[src/rtl/core/uvs_pkg.sv]
// ----------------------------------------------------------------------------
// UV sphere point package
// Shared constants, register indexes and types of the UV sphere point core.
// ----------------------------------------------------------------------------
package uvs_pkg;

   localparam int MAX_SEGMENTS       = 255;
   localparam int TRIG_FRAC_BITS_DEF = 16;

   localparam int CSR_IDX_W = 1;
   localparam logic [CSR_IDX_W-1:0] CSR_SEGMENTS = 1'b0;
   localparam logic [CSR_IDX_W-1:0] CSR_RADIUS   = 1'b1;

   localparam logic [7:0]  SEGMENTS_RESET = 8'd8;
   localparam logic [15:0] RADIUS_RESET   = 16'd256;

   localparam int DIV_FRAC_BITS       = 33;
   localparam int DIV_STEPS_PER_STAGE = 3;
   localparam int DIV_STAGES = (DIV_FRAC_BITS + DIV_STEPS_PER_STAGE - 1) / DIV_STEPS_PER_STAGE;
   localparam int DIV_LAT    = DIV_STAGES + 1;

   localparam int TRIG_SLOTS = 6;
   localparam int TRIG_LAT   = 3 + 3 * TRIG_SLOTS + 2;

   localparam logic [30:0] HALF_PI_Q30 = 31'd1686629713;
   localparam logic [30:0] Q30_ONE     = 31'h4000_0000;

   function automatic int sin_k(input int slot);
      case (slot)
         0: return 110;
         1: return 72;
         2: return 42;
         3: return 20;
         4: return 6;
         default: return 0;
      endcase
   endfunction

   function automatic int cos_k(input int slot);
      case (slot)
         0: return 132;
         1: return 90;
         2: return 56;
         3: return 30;
         4: return 12;
         default: return 2;
      endcase
   endfunction

   typedef struct packed {
      logic        vertex_valid;
      logic        quad_valid;
      logic [15:0] corner;
   } side_type;

endpackage

[src/rtl/core/uvs_div.sv]
// ----------------------------------------------------------------------------
// UV sphere angle divider
// Pipelined restoring divider giving num/den with one integer and 33 fraction bits.
// ----------------------------------------------------------------------------
module uvs_div
   import uvs_pkg::*;
(
   input  logic                   clock,
   input  logic                   enable,
   input  logic [8:0]             num,
   input  logic [8:0]             den,
   output logic [DIV_FRAC_BITS:0] quot
);

   localparam int RW = 10;
   localparam int QW = DIV_FRAC_BITS + 1;

   logic [RW-1:0] rem_ff [0:DIV_STAGES];
   logic [8:0]    den_ff [0:DIV_STAGES];
   logic [QW-1:0] quo_ff [0:DIV_STAGES];

   always_ff @(posedge clock) begin
      if (enable) begin
         den_ff[0] <= den;
         if (num >= den) begin
            rem_ff[0] <= RW'(num) - RW'(den);
            quo_ff[0] <= QW'(1);
         end else begin
            rem_ff[0] <= RW'(num);
            quo_ff[0] <= '0;
         end
      end
   end

   for (genvar g = 1; g <= DIV_STAGES; g++) begin : g_stage
      logic [RW-1:0] rem_in;
      logic [QW-1:0] quo_in;
      logic [RW-1:0] shifted;

      always_comb begin
         rem_in  = rem_ff[g-1];
         quo_in  = quo_ff[g-1];
         shifted = '0;
         for (int s = 0; s < DIV_STEPS_PER_STAGE; s++) begin
            if ((g - 1) * DIV_STEPS_PER_STAGE + s < DIV_FRAC_BITS) begin
               shifted = {rem_in[RW-2:0], 1'b0};
               if (shifted >= RW'(den_ff[g-1])) begin
                  rem_in = shifted - RW'(den_ff[g-1]);
                  quo_in = {quo_in[QW-2:0], 1'b1};
               end else begin
                  rem_in = shifted;
                  quo_in = {quo_in[QW-2:0], 1'b0};
               end
            end
         end
      end

      always_ff @(posedge clock) begin
         if (enable) begin
            rem_ff[g] <= rem_in;
            quo_ff[g] <= quo_in;
            den_ff[g] <= den_ff[g-1];
         end
      end
   end

   assign quot = quo_ff[DIV_STAGES];

endmodule

[config.mk]
export PLATFORM = sky130hd
export DESIGN_NAME = uvs_div
export DESIGN_NICKNAME = d
export VERILOG_FILES = /design/src/rtl/core/uvs_pkg.sv /design/src/rtl/core/uvs_div.sv
export SDC_FILE = /design/constraint.sdc
export NUM_CORES = 1
export LEC_CHECK = 0
export ABC_AREA = 1
export BUFFER_PORTS_ARGS = -buffer_cell sky130_fd_sc_hd__buf_2
export CORE_UTILIZATION = 35
export CTS_BUF_LIST = sky130_fd_sc_hd__clkbuf_16
export DETAILED_ROUTE_END_ITERATION = 10
export GPL_ROUTABILITY_DRIVEN = 0
export HOLD_SLACK_MARGIN = 0.12
export PLACE_DENSITY = 0.53
export SLEW_MARGIN = 30
export SYNTH_ARGS = -nofsm -noshare
export SYNTH_HDL_FRONTEND = slang
export SYNTH_SLANG_ARGS = --single-unit
[constraint.sdc]
create_clock -name clock -period 5.19 [get_ports clock]
set_input_delay 0.7785 -clock clock [delete_from_list [all_inputs] [get_ports clock]]
set_output_delay 0.7785 -clock clock [all_outputs]
set_load 0.02 [all_outputs]
### Word level (Yosys, flattened, before mapping)

Memories as Yosys holds them, arrays and structs flattened.
Cells that the tools add are included.

| storage, ports and cells | value |
|---|---|
| bits in registers | 0 |
| memory bits (writable) | 636 |
| bits of input ports | 20 |
| output and inout bits | 34 |
| memories | 3 |

Memory list:

| name | words | width | rd ports | clocked after Yosys merged registers in | wr ports | RTL line | RTL |
|---|---|---|---|---|---|---|---|
| quo_ff | 12 | 34 | 12 | 0 | 12 | uvs_div.sv:20 | `logic [QW-1:0] quo_ff [0:DIV_STAGES];` |
| rem_ff | 12 | 10 | 11 | 0 | 12 | uvs_div.sv:18 | `logic [RW-1:0] rem_ff [0:DIV_STAGES];` |
| den_ff | 12 | 9 | 11 | 0 | 12 | uvs_div.sv:19 | `logic [8:0] den_ff [0:DIV_STAGES];` |

| cells by class | value |
|---|---|
| add/sub/neg operators | 34 |
| order comparisons | 34 |
| mux-type cells | 76 |
| bitwise logic cells | 2 |

Operators with widths:

| kind | number |
|---|---|
| $ge A10 B9 Y1 | 33 |
| $mux W9 | 22 |
| $sub A9 B9 Y9 | 22 |
| $mux W10 | 12 |
| $sub A10 B9 Y10 | 11 |
| $mux W1 | 41 |
| $mux W34 | 1 |
| $sub A9 B9 Y10 | 1 |
| $ge A9 B9 Y1 | 1 |
| $or A1 B1 Y1 | 2 |

### Depth between registers and ports, before layout

Gate-level depths: netlist (run 1).
An unclocked memory read counts as a cell.

| depth | value |
|---|---|
| depth after elaboration | 7 |
| mapped depth | 37 |

### Worst setup path before layout (run 1)

Ideal clock, no wire load.

| timing | value |
|---|---|
| kind | register to register |
| start point | memory den_ff[5][0], in the netlist den_ff[2][9] |
| end point | memory rem_ff[6][7] (data pin) |
| library setup time | 0.252 ns |
| arrival time | 4.277 ns |
| required time | 4.938 ns |
| path slack | 0.660 ns |
| stages on the path, launching flop included | 33 |
| path buffers | 3 |
| period minus slack after synthesis | 4.530 ns |
| path through | edfxtp_1 -> buf_4 -> inv_1 -> fa_1 -> nand3_1 -> nand2_1 -> nand2_1 -> nand2_1 -> buf_4 -> o21ai_0 -> inv_1 -> ha_1 -> nand2_1 -> nor2_1 -> nand2_1 -> nand2_1 -> nand2_1 -> nand3_1 -> nor2_4 -> buf_4 -> nand2_1 -> nand2_1 -> inv_2 -> ha_1 -> a21o_1 -> nand3_1 -> nand2_1 -> a21oi_1 -> inv_1 -> a21oi_1 -> nand3_2 -> nand2_1 -> nand2_1 |

RTL lines:

| item | RTL line |
|---|---|
| start, declared | uvs_div.sv:19 |
| end, declared | uvs_div.sv:18 |

==> results of run 1 <==
-- cell families (layout without fill, tap and decap cells) --
kind of cell             Yosys count  after routing  share of synthesized area
XOR/XNOR                         195            195                     0.0584
AND/OR/NAND/NOR                 1689           1692                      0.254
adder cells (fa/ha/maj)          295            295                      0.129
buffers and inverters            454            813                     0.0612
flip-flops                       408            408                      0.419
AO/OA/AOI/OAI                    389            389                     0.0786
-- cell type report --
type                            instances  area, sq um  area share
Timing Repair Buffer                  291         2160      0.0615
Sequential cell                       408        12300       0.349
Clock buffer                           51         1280      0.0364
Clock inverter                         41          472      0.0134
Tap cell                             1070         1340      0.0382
Multi-Input combinational cell       2571        15900       0.454
Inverter                              430         1650      0.0469
-- stage by stage --
stage / TNS [ns] / hold slack (ns)
after floorplan: 0 / 0.400
after global placement: -0.0572 / 0.400
after detailed placement: -0.266 / 0.405
after CTS: 0 / 0.348
after global routing: -0.997 / 0.349
final: 0 / 0.383
-- cell usage after synthesis, drive strengths merged, types with 3 or more instances --
master | instances | area share
ha | 283 | 0.12
nand4 | 51 | 0.011
o211ai | 14 | 0.0036
xor2 | 79 | 0.024
o21a | 4 | 0.0010
or2 | 26 | 0.0056
inv | 430 | 0.055
nand3 | 298 | 0.059
nor3 | 13 | 0.0022
buf | 23 | 0.0059
nand3b | 14 | 0.0040
a31oi | 16 | 0.0034
o21ai | 110 | 0.021
fa | 12 | 0.0082
nor2 | 218 | 0.032
a21boi | 3 | 0.00077
nand2 | 1066 | 0.14
a21oi | 191 | 0.035
xnor2 | 116 | 0.035
o21bai | 23 | 0.0060
edfxtp | 408 | 0.42
a21o | 28 | 0.0072
-- registers in the layout, indices dropped and copies added, names as in the netlist --
signal	flops
den_ff	99
quo_ff	210
rem_ff	99
-- repair_timing --
action,in CTS,in global routing
buffers inserted,4,69
gates cloned,0,3
hold buffers,0,0
endpoints found under the setup margin,18,99
resized for setup,3,175
pin swaps,2,40
-- metal layers --
metal,wire length [microns],GRT usage,vias to the layer above
met2,31900,0.264,346
met5,0,0,-
met3,2500,0.0211,83
met4,1380,0.0401,0
li1,-,-,12200
met1,33700,0.220,10600
-- worst reg2reg max path: cells and delay by family (launching register included) --
kind                     cells  cell delay (ns)
flip-flops                   1             0.41
buffers and inverters        6             0.71
AND/OR/NAND/NOR             18             1.79
AO/OA/AOI/OAI                4             0.71
adder cells (fa/ha/maj)      3             1.01
-- worst paths after layout --
kind                                               from                       to  slack [ns]  depth (start not counted)
worst min register to register  quo_ff[2][50]$_DFFE_PP_  quo_ff[2][87]$_DFFE_PP_        0.40                          0
worst max register to register   den_ff[2][6]$_DFFE_PP_   rem_ff[5][2]$_DFFE_PP_        0.30                         31
worst min-delay path                             den[3]   den_ff[0][3]$_DFFE_PP_        0.38                          1
worst max-delay path             den_ff[2][6]$_DFFE_PP_   rem_ff[5][2]$_DFFE_PP_        0.30                         31
==> impl_metrics.toml, run 1 <==
[outcome]
status = "finished, final reports clean"

[logic_synthesis]
ys_seq_area_frac = 0.419
yosysWarnings = 0
synthCells = 3430
netlist_area_sq_um = 29300
synth_cell_type_count = 44
syn_area_per_cell_sq_um = 8.53
syn-num-nets = 3745
async_flop_share = 0
synth_edf_count = 408
ys_seq_elements = 408
synth_ff_type = "edfxtp_1"

[drt]
drt_iter0_markers = 1276
routed_via_density = 4.79
drc = 0
vias = 23300
routedWlPerCell_microns = 14.3
dr.pass1.iters = 5
drt-total-wl_mm = 69.5
drtAntennaViolNets = 0

[setup_path]
slowest_stage = "edfxtp_1"
timing.critical_path.max_delay_family = "simple AND/OR/NAND/NOR gates"
path_class = "reg -> reg"
cp_max_fo = 10
crit_buf_inv = 6
crit_required_ns = 5.55
end_kind = "register"
cp-start-kind = "register"
critical_path_arrival_ns = 5.25
slowest_delay_ns = 0.41
cp_common_cell = "nand2_1"

[sta]
finalHoldViolations = 0
setup_violations = 0
maxSlewViolCount = 0
slew-limit-headroom = 0.552
fin_ws_ns = 0.300
max_slew.worst_pin.slew_ns = 0.671
timing.fmax_ghz = 0.205
period_minus_slack_ns = 4.89
skew_ns = 0.0434
min_period_over_period = 0.942

[place]
dp_cells = 4693
io_buffers = 53
pre_cts_ws_ns = -0.0559
post_dp_cell_area_sq_um = 32000
hpwl_mm = 52.8

[clock_network]
cts_made_buffers = 50
h-tree-depth = 2
ctsLongestPathBuffers = 3
path_clk_slew_ns = 0.06
clock_latency_ns = 0.62
clock_sinks = 408
cts_tree = "yes"
cts_root_buf = "clkbuf_16"

[layout]
diodes = 0
layout.cells.non_filler = 4862
fin_util = 0.426
layout.nets = 4067
stdcell_area_sq_um = 35100
layout_commonest_cell = "nand2_1"
drive_gt1_frac = 0.177
num-fill-cells = 8154
mostFrequentLayoutCells = "1031 x nand2_1, 408 x edfxtp_1, 355 x inv_1"
area_growth_syn_to_layout_pct = 19.9

[floorplan]
die_h_microns = 291
coreArea_sq_um = 82400
die_area_sq_um = 84800
initial_utilization = 0.355
pin_count = 54
rows = 105
dieWidth_microns = 291

[global_route]
grt_pass1_wl_mm = 111
grt_use_total = 0.160
grt_pass1_vias = 22000
grt_max_degree = 122
globalRoute.totalOverflow = 0
antenna_found_initial = 2

[hold_path]
min_path_type = "in -> reg"

[job]
drv_cap = 0
Power of run 1 is not shown: default switching activity piles up to over one toggle a cycle in this logic, so the estimate is an artifact.
==> inputs of run 2 (changes only) <==
--- a/config.mk
+++ b/config.mk
@@ -7,12 +7,13 @@
 export LEC_CHECK = 0
 export ABC_AREA = 1
 export BUFFER_PORTS_ARGS = -buffer_cell sky130_fd_sc_hd__buf_2
+export CORE_MARGIN = 2
 export CORE_UTILIZATION = 35
 export CTS_BUF_LIST = sky130_fd_sc_hd__clkbuf_16
 export DETAILED_ROUTE_END_ITERATION = 10
 export GPL_ROUTABILITY_DRIVEN = 0
 export HOLD_SLACK_MARGIN = 0.12
-export PLACE_DENSITY = 0.53
+export PLACE_DENSITY = 0.5
 export SLEW_MARGIN = 30
 export SYNTH_ARGS = -nofsm -noshare
 export SYNTH_HDL_FRONTEND = slang
==> impl_metrics.toml, run 2 (synthesis gave the netlist of run 1 again) <==
[outcome]
status = "finished, final reports clean"

[layout]
fin_util = 0.419
top_regs = "quo_ff x210, den_ff x99, rem_ff x99"
layout.cells.non_filler = 4848
mostFrequentLayoutCells = "1032 x nand2_1, 408 x edfxtp_1, 355 x inv_1"
num-fill-cells = 8364
diodes = 0
stdcell_area_sq_um = 34900
regMostFlops = "quo_ff"
layout_commonest_cell = "nand2_1"
layout.nets = 4042
area_growth_syn_to_layout_pct = 19.2
largest_reg_flops = 210
drive_gt1_frac = 0.176

[clock_network]
cts_made_buffers = 50
path_clk_slew_ns = 0.06
cts_tree = "yes"
ctsLongestPathBuffers = 3
clock_latency_ns = 0.61
cts_hold_buf = 0
clock_sinks = 408
cts_root_buf = "clkbuf_16"
h-tree-depth = 2

[sta]
finalHoldViolations = 0
period_minus_slack_ns = 4.91
maxSlewViolCount = 0
setup_violations = 0
max_slew.worst_pin.slew_ns = 0.904
min_period_over_period = 0.947
slew-limit-headroom = 0.397
timing.fmax_ghz = 0.204
skew_ns = 0.0416

[drt]
drc = 0
drt-total-wl_mm = 69.1
routed_via_density = 4.73
routedWlPerCell_microns = 14.3
dr.pass1.iters = 5
vias = 23000
drtAntennaViolNets = 0
drt_iter0_markers = 1167

[global_route]
grt_max_degree = 164
globalRoute.totalOverflow = 0
antenna_found_initial = 0
gr-usage-met3 = 0.0216
grt_pass1_wl_mm = 111
grt-busiest-layer = "met2"
grt_util_met2 = 0.262
gr-usage-met1 = 0.216
grt_pass1_vias = 21600
grt_use_total = 0.157

[floorplan]
initial_utilization = 0.352
die_area_sq_um = 85900
die_h_microns = 293
coreArea_sq_um = 83200
dieWidth_microns = 293
pin_count = 54
rows = 106

[hold_path]
min_path_type = "reg -> reg"

[setup_path]
cp-start-kind = "register"
end_kind = "register"
r2r_setup_slack_ns = 0.28
critical_path_arrival_ns = 5.38
cp_max_fo = 8
crit_required_ns = 5.65
path_class = "reg -> reg"

[job]
drv_cap = 0

[place]
post_dp_cell_area_sq_um = 31800
io_buffers = 53
hpwl_mm = 52.7
dp_cells = 4676
run 2: critical path: stages (launching register included):
cell	delay, ns
edfxtp_1	0.47
buf_4	0.18
fa_2	0.41
nand3_1	0.11
nand3_2	0.09
nand2_2	0.09
nand2_2	0.10
or2_2	0.29
nand2_1	0.09
inv_1	0.05
ha_2	0.38
nand2_2	0.07
nor2_2	0.11
nand3_1	0.11
o21bai_1	0.20
nand3b_1	0.27
nor2_4	0.09
buf_4	0.14
o21ai_2	0.17
ha_4	0.25
a21o_1	0.20
nand3_1	0.08
nand3_2	0.13
a21oi_4	0.21
nand2_1	0.11
nor2_4	0.21
nand2_1	0.07
nand2_1	0.09
run 2: final timing paths:
kind	start	endpoint	cells past startpoint
setup / recovery	rem_ff[0][0]$_DFFE_PP_	rem_ff[1][6]$_DFFE_PP_	27
hold / removal	quo_ff[2][77]$_DFFE_PP_	quo_ff[2][114]$_DFFE_PP_	0
setup reg to reg	rem_ff[0][0]$_DFFE_PP_	rem_ff[1][6]$_DFFE_PP_	27
hold reg to reg	quo_ff[2][77]$_DFFE_PP_	quo_ff[2][114]$_DFFE_PP_	0
run 2: timing repair:
action	CTS	global route
endpoints found under the setup margin	9	100
endpoints found under the hold margin	0	0
gates resized for setup	0	185
cloned	0	7
pin swaps	2	40
setup buffers	9	63
run 2: metal layers:
metal,routed length (microns),share of wire
met1,33500,0.49
met2,32000,0.46
met3,2280,0.033
met4,1280,0.018
met5,0,0
run 2: cell type report:
class                      instances  area, sq um  area share
multi-input combinational       2572        16000       0.459
timing repair buffer             262         1940      0.0555
timing repair inverter             3         22.5    0.000646
tap                             1080         1350      0.0388
clock inverter                    43          424      0.0122
clock buffer                      50         1250      0.0359
sequential                       408        12300       0.351
inverter                         430         1640      0.0470
run 2: stage by stage:
step	hold slack (ns)	TNS (ns)	setup slack, ns
after detailed placement	0.405	-0.0382	-0.0243
final	0.381	0	0.276
after global routing	0.362	-0.558	-0.0606
after floorplan	0.400	0	0.660
after global placement	0.401	0	0.0167
after CTS	0.353	0	0.0612
Power of run 2 is left out for the same reason.
